**src/hdl/owbt_pkg.sv**
```systemverilog
package owbt_pkg;

   localparam int POS_BITS    = 48;
   localparam int TAG_BITS    = 4;
   localparam int TOKEN_SLOTS = 1 << TAG_BITS;
   localparam int SHOT_BITS   = 4;
   localparam int SHOT_SLOTS  = 1 << SHOT_BITS;
   localparam int FRAME_BITS  = 21;
   localparam int OVL_BITS    = 20;
   localparam int CSR_BITS    = 2;

   localparam logic [2:0] FUNC_WRITE = 3'd0;
   localparam logic [2:0] FUNC_READ  = 3'd1;
   localparam logic [2:0] FUNC_WDONE = 3'd2;
   localparam logic [2:0] FUNC_RDONE = 3'd3;
   localparam logic [2:0] FUNC_CLOSE = 3'd4;

   localparam logic [2:0] ST_OK       = 3'd0;
   localparam logic [2:0] ST_WAIT     = 3'd1;
   localparam logic [2:0] ST_TOOLARGE = 3'd2;
   localparam logic [2:0] ST_CLOSED   = 3'd3;
   localparam logic [2:0] ST_DEADLOCK = 3'd4;
   localparam logic [2:0] ST_SHORT    = 3'd5;

   localparam logic [CSR_BITS-1:0] CSR_BUFFER  = 2'd0;
   localparam logic [CSR_BITS-1:0] CSR_WINDOW  = 2'd1;
   localparam logic [CSR_BITS-1:0] CSR_OVERLAP = 2'd2;

   typedef struct packed {
      logic [2:0]            func;
      logic [FRAME_BITS-1:0] write_frames;
      logic                  ends_shot;
      logic [TAG_BITS-1:0]   done_tag;
   } req_type;

   typedef struct packed {
      logic [2:0]            status;
      logic [TAG_BITS-1:0]   token_tag;
      logic [POS_BITS-1:0]   start_pos;
      logic [FRAME_BITS-1:0] span_frames;
      logic [OVL_BITS-1:0]   span_overlap;
      logic                  is_shot_start;
      logic                  is_shot_end;
   } rsp_type;

   typedef struct packed {
      logic accept;
      logic ws;
      logic we;
      logic rs;
      logic commit;
      logic retire;
   } cmd_type;

   typedef struct packed {
      logic retire_evt;
      logic retire_more;
   } sts_type;

endpackage

```
**src/hdl/owbt_ctrl.sv**
```systemverilog
module owbt_ctrl (
   input  logic              clock,
   input  logic              reset,
   input  logic              req_valid,
   output logic              req_stall,
   output logic              rsp_valid,
   input  logic              rsp_stall,
   output logic              csr_ready,
   output owbt_pkg::cmd_type cmd,
   input  owbt_pkg::sts_type sts
);

   typedef enum logic [7:0] {
      S_IDLE = 8'b00000001,
      S_WS   = 8'b00000010,
      S_WE   = 8'b00000100,
      S_RS   = 8'b00001000,
      S_DEC  = 8'b00010000,
      S_RTRD = 8'b00100000,
      S_RTUP = 8'b01000000,
      S_RSP  = 8'b10000000
   } state_type;

   state_type state_ff, state_in;

   always_comb begin
      state_in = state_ff;
      unique case (state_ff)
         S_IDLE: if (req_valid) state_in = S_WS;
         S_WS:   state_in = S_WE;
         S_WE:   state_in = S_RS;
         S_RS:   state_in = S_DEC;
         S_DEC:  state_in = sts.retire_evt ? S_RTRD : S_RSP;
         S_RTRD: state_in = S_RTUP;
         S_RTUP: state_in = sts.retire_more ? S_RTRD : S_RSP;
         S_RSP:  if (!rsp_stall) state_in = S_IDLE;
         default: state_in = S_IDLE;
      endcase
   end

   always_ff @(posedge clock) begin
      if (reset) begin
         state_ff <= S_IDLE;
      end else begin
         state_ff <= state_in;
      end
   end

   assign req_stall  = (state_ff != S_IDLE);
   assign rsp_valid  = (state_ff == S_RSP);
   assign csr_ready  = (state_ff == S_IDLE);
   assign cmd.accept = (state_ff == S_IDLE) && req_valid;
   assign cmd.ws     = (state_ff == S_WS);
   assign cmd.we     = (state_ff == S_WE);
   assign cmd.rs     = (state_ff == S_RS);
   assign cmd.commit = (state_ff == S_DEC);
   assign cmd.retire = (state_ff == S_RTUP);

   a_one_side: assert property (@(posedge clock) disable iff (reset)
      !(rsp_valid && !req_stall)) else $error("response shown while taking requests");
   a_rsp_hold: assert property (@(posedge clock) disable iff (reset)
      (rsp_valid && rsp_stall) |=> rsp_valid) else $error("response dropped");
   a_dec_path: assert property (@(posedge clock) disable iff (reset)
      cmd.ws |=> cmd.we ##1 cmd.rs ##1 cmd.commit) else $error("stage order");

endmodule

```
**config.mk**
```make
export PLATFORM = sky130hd
export DESIGN_NAME = owbt_ctrl
export DESIGN_NICKNAME = d
export VERILOG_FILES = /design/src/hdl/owbt_pkg.sv /design/src/hdl/owbt_ctrl.sv
export SDC_FILE = /design/constraint.sdc
export NUM_CORES = 1
export LEC_CHECK = 0
export ABC_AREA = 0
export BUFFER_PORTS_ARGS = -buffer_cell sky130_fd_sc_hd__buf_2
export CAP_MARGIN = 10
export CORE_AREA = 2 2 39 41
export CTS_CLUSTER_SIZE = 16
export DETAILED_ROUTE_END_ITERATION = 10
export DIE_AREA = 0 0 41 43
export GPL_TIMING_DRIVEN = 1
export SLEW_MARGIN = 0
export SYNTH_ARGS = -nofsm -noshare
export SYNTH_HDL_FRONTEND = slang
export SYNTH_SLANG_ARGS = --single-unit
```
**constraint.sdc**
```tcl
create_clock -name clock -period 3.91 [get_ports clock]
set_input_delay 0.782 -clock clock [delete_from_list [all_inputs] [get_ports clock]]
set_output_delay 0.782 -clock clock [all_outputs]
set_load 0.05 [all_outputs]
```
==> flow_summary.json, run 1 <==
{
  "run_status": "completed",
  "final_antenna_net_count": 0,
  "timing_max_transition_violations_final": 0,
  "cts.sink_count": 8,
  "min_path_type": "flop to flop",
  "final-instance-count-excl-fill": 88,
  "cp_top_family": "simple AND/OR/NAND/NOR gates",
  "critical_path_cell_count": 5,
  "synth_warnings": 0,
  "r2r-start": "state_ff[2]",
  "timing.reg2reg.setup_slack_ns": 1.98,
  "yosysUniqueCellTypes": 29,
  "slew-limit-headroom_pct": 69.1,
  "timing.critical_path.buf_inv": 1,
  "critical_register_to_register_path_endpoint": "state_ff[6]",
  "count_of_maximum_capacitance_violations": 0,
  "power_density_nw_per_um2": 409,
  "skew_ns": 0.000705,
  "crit_end": "cmd[5]",
  "total_leakage_power_nw": 0.243,
  "worstSetupPathType": "flop to output port",
  "crit_path_cell_trace": "or4_4, or2_2, nor3_2, and2_1, buf_2",
  "rsz0062_at_grt": "false",
  "synth.ff_latch_count": 8,
  "clk_root_buffer_cell": "clkbuf_4",
  "wire_length_of_the_first_global_routing_pass_mm": 1.66,
  "crit_path_max_fanout": 6,
  "worstRegToRegCells": 5,
  "grt_antenna_before_repair": 0,
  "ioPinCount": 15,
  "initial_core_util_pct": 35.2,
  "worstPathArrival_ns": 2.03,
  "drc_violation_count_after_routing": 0,
  "holdBufCountCts": 0,
  "hold-worst-slack_ns": 0.534,
  "synth_cells": 57,
  "grt_remaining_overflow": 0,
  "final_net_count": 80,
  "max_flop_register": "state_ff",
  "hpwlAfterDp_um": 774,
  "final_setup_vio_count": 0,
  "clk_pin_slew_worst_paths_ns": 0.05,
  "final_core_utilization_pct": 42.4,
  "row_count": 14,
  "total_global_route_track_usage_pct": 13.9,
  "tritonroute_pass_1_iters": 4,
  "cts_resized": 0,
  "routabilityCongestion": 0.738,
  "slowest_cell_on_the_critical_path": "or4_4",
  "setup_total_negative_slack_ns": 0,
  "clock_insertion_delay_worst_skew_ns": 0.24,
  "average_instance_area_after_synthesis_um2": 8.54,
  "async_set_or_reset_flop_fraction_in_the_synthesized_netlist_pct": 0,
  "setup.worst_path.end_class": "output port",
  "viasPerCell": 5.26,
  "first_global_vias": 416,
  "largest_register_ffs": 8,
  "worst_slew_pin_slew_ns": 0.459,
  "detailroute.via_count": 463,
  "synth-edff-count": 0,
  "numPortBuffers": 14,
  "registers_with_the_highest_flip_flop_counts": "state_ff (8)",
  "worst_setup_path_start_kind": "flop",
  "final.period_utilization_pct": 71.9,
  "postSynthNetCount": 63,
  "dr.first_iter.drc_count": 15,
  "tritoncts": "yes",
  "floorplan.die.height_um": 43,
  "ctsHtreeMaxLevel": 1,
  "post_cts_buffers": 0,
  "fp.dieArea_um2": 1760,
  "die-width_um": 41,
  "cts_made_buffers": 3,
  "ir_drop_v": 0.000164,
  "wire_per_inst_um": 11.2,
  "floorplan.core_area_um2": 1380,
  "report.final.hold_viol_count": 0,
  "syn_area_um2": 487,
  "dp.cells": 85,
  "drt_wl_total_um": 983,
  "synth_sequential_area_ratio_pct": 32.9,
  "postSynth.topFlopCell": "dfxtp_1",
  "critPathRequiredTime_ns": 3.13,
  "area_delta_synth_final_pct": 20.6,
  "cp_slowest_stage_delay_ns": 0.56,
  "insertedDiodeCount": 0,
  "grt_start_max_net_pins": 10,
  "layout-drive-gt1-share_pct": 31.9,
  "fmax_mhz": 356,
  "setup.worst_path.start": "state_ff[2]",
  "layout_min_cycle_time_ns": 2.81,
  "ctsLongestPathBuffers": 2
}
-- per-stage QoR --
step / worst slack (ns) / total power, W / area (um2)
3_5_place_dp: 1.34 / 0.000182 / 564
6_report: 1.10 / 0.000240 / 587
5_1_grt: 0.983 / 0.000260 / 587
4_1_cts: 1.07 / 0.000243 / 587
3_3_place_gp: 1.38 / 0.000183 / 564
2_1_floorplan: 0.706 / 0.000163 / 487
-- layout make-up --
cell class | instances | area [um2]
fill | 151 | 797
multi-input combinational | 45 | 307
sequential | 8 | 160
timing repair buffer | 14 | 70.1
clock buffer | 3 | 22.5
tap | 16 | 20.0
inverter | 2 | 7.51
-- cell usage in the layout, fill, tap and decap left out, drive strengths merged --
master   n
a221oi   1
and2     1
and2b    1
nand3    2
or2      2
clkbuf   3
nor3b    7
xor2     1
dfxtp    8
nand4    1
nand2b   2
a21oi    3
nor4b    1
or4      3
nor2b    4
nor2     6
nor3     1
o31a     1
nand2    1
a22oi    1
a211oi   1
buf     14
inv      2
o21ai    1
nor4     3
a31oi    1
-- tightest hold or removal path, delay by kind of cell, from the launching register on --
| kind | cells | cell delay [ns] |
|---|---|---|
| flip-flops | 1 | 0.37 |
| buffers and inverters | 1 | 0.08 |
| AND/OR/NAND/NOR | 1 | 0.04 |
-- logic make-up after synthesis --
group	after synthesis	share of synthesized area, %
AND/OR/NAND/NOR	35	46.5
buffers and inverters	4	4.11
flip-flops	8	32.9
AO/OA/AOI/OAI	9	14.7
XOR/XNOR	1	1.80
-- worst min-delay path by stage --
stage,startpoint,end,slack [ns],cells after the start
CTS,state_ff[5],state_ff[6],0.53,2
global placement,state_ff[5],state_ff[6],0.51,2
detailed placement,state_ff[5],state_ff[6],0.52,2
floorplan,state_ff[5],state_ff[6],0.49,2
finish,state_ff[5],state_ff[6],0.53,2
global route,state_ff[5],state_ff[6],0.55,2
-- report_power, final --
| group | total (W) | internal [W] | switching (W) |
|---|---|---|---|
| Sequential | 0.0000915 | 0.0000862 | 0.00000527 |
| Combinational | 0.0000886 | 0.0000285 | 0.0000602 |
| Clock | 0.0000597 | 0.0000349 | 0.0000248 |
-- routing by layer --
metal	GRT usage, %	vias to the layer above	share of wire, %	wire (um)
met2	19.7	10	45	441
met4	8.00	0	1.0	10
met3	3.14	2	4.5	44
li1	-	241	-	-
met5	0	-	0	0
met1	18.4	210	50	487
-- Yosys cell counts, types with 2 or more instances --
library cell,instances,share of area (%)
dfxtp_1,8,33
nor3b_1,7,11
nor2_1,6,4.6
nor2b_1,4,5.1
nor4_1,3,3.9
a21oi_1,2,2.1
inv_1,2,1.5
nand2b_1,2,2.6
nand3_1,2,2.1
or4_4,2,4.6
Note: power is estimated with default switching activity, not from simulation.
==> run 2, diff against run 1 <==
Clock period 3.91 ns to 2.45 ns, I/O delays scaled along.
==> run 2 against run 1 <==
Via count up 8.4%. Die area did not move. Cell area is 10% higher. Wire length is 12% higher. Global-route usage up 1.4 points. Critical path depth unchanged. Setup slack got worse by 0.98 ns. Clock skew is essentially flat. Core utilization rose by 4.3 points. Sequential share of layout area shrank 2.5 points. Largest power group is now combinational logic. Hold slack got worse by 0.044 ns.
==> flow_summary.json, run 2 (synthesized netlist as in run 1, its figures left out) <==
{
  "run_status": "completed",
  "floorplan.die.height_um": 43,
  "timing_max_transition_violations_final": 0,
  "holdBufCountCts": 0,
  "dr.first_iter.drc_count": 22,
  "numPortBuffers": 14,
  "met3_usage_pct": 3.14,
  "grt_remaining_overflow": 0,
  "setup.worst_path.end_class": "output port",
  "layout-drive-gt1-share_pct": 40.0,
  "slew-limit-headroom_pct": 71.8,
  "count_of_maximum_capacitance_violations": 0,
  "ir_drop_v": 0.000258,
  "tritoncts": "yes",
  "drc_violation_count_after_routing": 0,
  "post_dp_cell_area_um2": 614,
  "row_count": 14,
  "worstRegToRegCells": 5,
  "worst_setup_path_start_kind": "flop",
  "cts_made_buffers": 3,
  "viasPerCell": 5.52,
  "area_delta_synth_final_pct": 32.9,
  "detailroute.via_count": 502,
  "n_fill_cell": 143,
  "crit_path_max_fanout": 4,
  "cts.sink_count": 8,
  "r2r-start": "state_ff[5]",
  "rsz0062_at_grt": "false",
  "wire_per_inst_um": 12.1,
  "final_net_count": 83,
  "worstPathArrival_ns": 1.84,
  "stdcell_area_um2": 647,
  "crit_end": "cmd[5]",
  "post_cts_buffers": 0,
  "hpwlAfterDp_um": 882,
  "final_core_utilization_pct": 46.7,
  "final_antenna_net_count": 0,
  "wire_length_of_the_first_global_routing_pass_mm": 1.75,
  "registers_with_the_highest_flip_flop_counts": "state_ff (8)",
  "met2_grt_util_pct": 22.8,
  "largest_register_ffs": 8,
  "worstSetupPathType": "flop to output port",
  "fp.dieArea_um2": 1760,
  "clk_root_buffer_cell": "clkbuf_4",
  "final.period_utilization_pct": 95.2,
  "drt_wl_total_mm": 1.10,
  "clk_pin_slew_worst_paths_ns": 0.05,
  "fmax_mhz": 429,
  "worst_slew_pin_slew_ns": 0.423,
  "total_leakage_power_nw": 0.266,
  "grt_antenna_before_repair": 0,
  "max_flop_register": "state_ff",
  "report.final.hold_viol_count": 0,
  "clock_insertion_delay_worst_skew_ns": 0.24,
  "critPathRequiredTime_ns": 1.96,
  "ctsLongestPathBuffers": 2,
  "skew_ns": 0.000306,
  "first_global_vias": 433,
  "grt-busiest-layer": "met2",
  "power_density_nw_per_um2": 627,
  "grt_start_max_net_pins": 10,
  "die-width_um": 41,
  "insertedDiodeCount": 0,
  "final_setup_vio_count": 0,
  "layout_min_cycle_time_ns": 2.33,
  "min_path_type": "input pin to flop",
  "globalRouteMet1Util_pct": 17.6,
  "initial_core_util_pct": 35.2,
  "floorplan.core_area_um2": 1380,
  "tritonroute_pass_1_iters": 4,
  "timing.reg2reg.setup_slack_ns": 0.53,
  "critical_register_to_register_path_endpoint": "state_ff[5]",
  "routabilityCongestion": 0.713,
  "ioPinCount": 15,
  "mostFrequentLayoutCell": "buf_2",
  "mostFrequentLayoutCells": "13 x buf_2, 8 x dfxtp_1, 6 x nor2_1, 5 x nor3b_1, 4 x nor2b_1",
  "setup.worst_path.start": "state_ff[5]",
  "ctsHtreeMaxLevel": 1,
  "total_global_route_track_usage_pct": 15.2
}
-- run 2: worst max-delay path, cell delays in order, from the launching register on --
cell and delay [ns]:
dfxtp_1 0.32, or4_4 0.57, or2_4 0.26, nor3_4 0.13, and2_4 0.18, buf_8 0.14
-- run 2: area by class of cell --
type,instances,area [um2],area share (%)
Clock buffer,3,22.5,3.48
Inverter,2,7.51,1.16
Multi-Input combinational cell,45,334,51.6
Sequential cell,8,160,24.8
Tap cell,16,20.0,3.09
Timing Repair Buffer,17,103,15.9
-- run 2: power breakdown --
group	leakage (nW)	switching [W]	internal, W
clock network	0.0138	0.0000405	0.0000558
logic	0.187	0.000103	0.0000592
registers	0.0650	0.00000942	0.000138
total	0.266	0.000153	0.000253
-- run 2: worst min-delay path by stage --
stage,end,depth (start not counted),from
global placement,state_ff[6],2,state_ff[4]
detailed placement,state_ff[6],2,state_ff[4]
finish,state_ff[1],2,reset
floorplan,state_ff[6],2,state_ff[5]
CTS,state_ff[1],2,reset
global route,state_ff[3],2,reset
-- run 2: metal layers --
layer / wire length (um) / share of wire [%]
met5: 0 / 0
met4: 10 / 0.91
met3: 64 / 5.8
met2: 564 / 51
met1: 461 / 42
-- run 2: per-stage QoR --
| stage | power (W) | TNS [ns] | instances | setup WS, ns | hold WS, ns |
|---|---|---|---|---|---|
| finish | 0.000406 | 0 | 91 | 0.117 | 0.491 |
| CTS | 0.000416 | 0 | 91 | 0.0128 | 0.483 |
| global route | 0.000437 | 0 | 91 | 0.0149 | 0.488 |
| detailed placement | 0.000308 | 0 | 88 | 0.175 | 0.566 |
| global placement | 0.000309 | 0 | 88 | 0.218 | 0.567 |
| floorplan | 0.000276 | -0.104 | 57 | -0.0583 | 0.486 |
-- run 2: what timing repair did --
item,4_1_cts,5_1_grt
setup endpoints to repair,1,3
gates resized for setup,3,0
pin swaps,1,3
